**src/sv/q24_mul.sv**
```systemverilog
// Two-stage unsigned multiplier with round-half-up on the fraction bits.
module q24_mul #(
  parameter int MW        = 32,
  parameter int FRAC_BITS = 8,
  parameter int TW        = 8
) (
  input  logic            clk,
  input  logic            rst_n,
  input  logic            in_v,
  input  logic [MW-1:0]   ma,
  input  logic [MW-1:0]   mb,
  input  logic [TW-1:0]   in_tag,
  output logic            out_v,
  output logic [2*MW-1:0] q,
  output logic [TW-1:0]   out_tag
);

  localparam logic [2*MW-1:0] HALF = (2*MW)'(1) << (FRAC_BITS - 1);

  logic            v1_r, v2_r;
  logic [2*MW-1:0] prod_r, q_r;
  logic [TW-1:0]   tag1_r, tag2_r;

  // Valid bits.
  always_ff @(posedge clk) begin
    if (!rst_n) begin
      v1_r <= 1'b0;
      v2_r <= 1'b0;
    end else begin
      v1_r <= in_v;
      v2_r <= v1_r;
    end
  end

  // Product, then rounded shift.
  always_ff @(posedge clk) begin
    prod_r <= ma * mb;
    tag1_r <= in_tag;
    q_r    <= (prod_r + HALF) >> FRAC_BITS;
    tag2_r <= tag1_r;
  end

  assign out_v   = v2_r;
  assign q       = q_r;
  assign out_tag = tag2_r;

endmodule

```
**config.mk**
```make
export PLATFORM = sky130hd
export DESIGN_NAME = q24_mul
export DESIGN_NICKNAME = d
export VERILOG_FILES = /design/src/sv/q24_mul.sv
export SDC_FILE = /design/constraint.sdc
export NUM_CORES = 2
export LEC_CHECK = 0
export BUFFER_PORTS_ARGS = -buffer_cell sky130_fd_sc_hd__buf_2
export CAP_MARGIN = 20
export CORE_AREA = 2 2 284 286
export CTS_BUF_LIST = sky130_fd_sc_hd__clkbuf_4 sky130_fd_sc_hd__clkbuf_8
export DETAILED_ROUTE_END_ITERATION = 8
export DIE_AREA = 0 0 286 288
export PLACE_DENSITY_LB_ADDON = 0.05
export SYNTH_ARGS = -nofsm -noshare
export SYNTH_HDL_FRONTEND = slang
export SYNTH_SLANG_ARGS = --single-unit
```
**constraint.sdc**
```tcl
create_clock -name clk -period 9.1 [get_ports clk]
set_input_delay 0.91 -clock clk [delete_from_list [all_inputs] [get_ports clk]]
set_output_delay 0.91 -clock clk [all_outputs]
set_load 0.005 [all_outputs]
```
==> out/results.ini <==
[worst_setup_path]
worstSetupEndpointType = flip-flop
cp_common_cell = fa_1
endpoint = prod_r[54]
cp-start-kind = primary input
crit_path_start = mb[10]
worst-setup-path-type = primary input to flip-flop
worst_path_max_delay_cell = fa_1
reg2reg_from = prod_r[19]
required_ns = 9.42
critPathMaxStageDelay_ns = 0.56
reg2reg_to = q[50]
critPathTopFamily = adder cells
rrSetupSlack_ns = 6.39
cp.depth = 26
worst-path-buf-inv = 6
worstPathArrival_ns = 8.62
crit_fanout = 25
r2r_cells = 9

[clocking]
cts_setup_buffers = 0
ctsResizeCount = 0
clk_pin_slew_worst_paths_ns = 0.08
cts_hold_buf = 0
ctsRootBufferMaster = clkbuf_8
clk_latency_ns = 0.43
cts_tree = built
clock_sinks = 131
numCtsBuffers = 17
clockBufferDepth = 2
htreeDepth = 4

[sta]
grt_setup_unrepaired = no
fin_crit_ns = 8.301
hold_viol = 0
fmax_ghz = 0.1205
relSlewSlack_pct = 43.82
fin_skew_ns = 0.01448
maxSlewViolCount = 0
finalCritPeriodShare_pct = 91.22
worstMarginPinSlew_ns = 0.8428
tns_ns = 0
setup_viol = 0

[die]
ioPinCount = 148
rows = 104
fp.coreArea_um2 = 79640
die_h_um = 288
dieArea_um2 = 82370
die_w_um = 286
initial_core_util_pct = 45.49

[drt]
drt_pre_antenna_iters = 5
drc_errors = 0
drt_iter0_drc = 1264
drtAntennaViolNets = 0
routed_via_density = 5.053
wl_per_cell_um = 21.42
finalWirelength_mm = 106.6
vias = 25150

[logic_synthesis]
ys_types = 62
syn_area_um2 = 36230
synthArstFlopShare_pct = 0
synth_edf_count = 0
synth-main-ff-cell = dfxtp_1
ys_seq_elements = 131
synth_area_per_cell_um2 = 9.413
seq_area_frac_synth_pct = 7.239
synthCells = 3849
ys_warn_count = 0

[flow_run]
maxCapViolations = 0

[global_routing]
grtUsageTotal_pct = 27.25
antenna_found_initial = 9
grt_max_degree = 33
grt.overflow.total = 0
grt_pass1_wl_mm = 168.1
grt_pass1_vias = 27600

[placed_design]
place_hpwl_mm = 88.86
io_buffers = 139
gp_congestion = 0.8629

[finish]
finalNetCount = 5133
drive_above_1_share_pct = 7.612
fillers = 7859
syn_to_final_growth_pct = 6.904
multi_input_area_um2 = 29690
final_cell_mix = 895 x fa_1, 830 x inv_1, 570 x and2_1, 510 x nand2_1, 261 x ha_1
layout_commonest_cell = fa_1
seqCellArea_um2 = 2623

[run_status]
outcome = completed

[hold_path]
hp-class = flip-flop to flip-flop

-- area by class of cell --
class,count,area share [%]
Sequential cell,131,6.771
Multi-Input combinational cell,2684,76.66
Clock buffer,20,0.6784
Inverter,830,8.044
Clock inverter,12,0.5298
Antenna cell,2,0.01292
Tap cell,1060,3.424
Timing Repair Buffer,238,3.877
-- kinds of logic (layout without fill, tap and decap cells) --
| group | after synthesis | count (layout) | synth area share (%) |
|---|---|---|---|
| DFF | 131 | 131 | 7.239 |
| and+or+nand+nor | 1248 | 1248 | 17.79 |
| adders and majority gates | 1156 | 1156 | 58.47 |
| muxes | 1 | 1 | 0.02763 |
| buffers and inverters | 1041 | 1100 | 10.88 |
| xor gates and xnor gates | 111 | 111 | 2.683 |
| other | 1 | 10 | 0.01035 |
| AOI/OAI and AO/OA | 160 | 160 | 2.904 |
-- stage by stage --
| stage | worst slack, ns | cells | hold WS (ns) | instance area, um^2 | utilization, % |
|---|---|---|---|---|---|
| CTS | 0.8484 | 4975 | 0.3232 | 38730 | 48.63 |
| floorplan | 1.306 | 3856 | 0.3096 | 36260 | - |
| global placement | 0.4633 | 4943 | 0.3097 | 38260 | 48.04 |
| global route | 0.4885 | 4975 | 0.3380 | 38730 | 48.63 |
| finish | 0.7991 | 4977 | 0.3225 | 38730 | 48.63 |
| detailed placement | 0.4102 | 4943 | 0.3121 | 38260 | 48.04 |
-- Yosys cell counts (all sizes together), types with 2 or more instances --
library cell,instances,share of area [%]
fa,895,49
inv,830,8.6
and2,571,9.9
nand2,511,5.3
ha,261,9.0
clkbuf,200,2.1
dfxtp,131,7.2
xnor2,70,1.7
a21oi,56,0.82
nor2,48,0.53
xor2,41,0.99
nand3,37,0.52
a21o,28,0.58
o21ai,28,0.39
nand4,19,0.33
and3,16,0.28
nand2b,12,0.21
buf,11,0.21
a31oi,9,0.17
and4,9,0.22
nor3,9,0.15
nor2b,7,0.12
o211ai,6,0.14
o21bai,6,0.12
a21boi,4,0.083
a221oi,4,0.11
nor4,4,0.17
o2111ai,3,0.073
a41oi,2,0.069
o21a,2,0.045
o21ba,2,0.055
o31ai,2,0.041
or2,2,0.035
-- worst min-delay path by stage --
stage,start,endpoint,slack (ns),cells past startpoint
after global placement,tag1_r[2],out_tag[2],0.31,0
after global routing,tag1_r[5],out_tag[5],0.34,0
after detailed placement,tag1_r[0],out_tag[0],0.31,0
after floorplan,tag1_r[0],out_tag[0],0.31,0
final,tag1_r[7],out_tag[7],0.32,0
after CTS,tag1_r[7],out_tag[7],0.32,0
-- state kept, by name, summed over array words and instances (netlist names) --
register and count:
out_v 1, out_tag 8, prod_r 57, v1_r 1, q 56, tag1_r 8
-- layer usage --
metal	global-route usage, %	wire length, um
met2	48.83	55300
met4	8.560	3950
met3	1.918	3629
met5	0	0
met1	35.17	43730
Power is not shown: default switching activity piles up to over one toggle a cycle in this logic, so the estimate is an artifact.
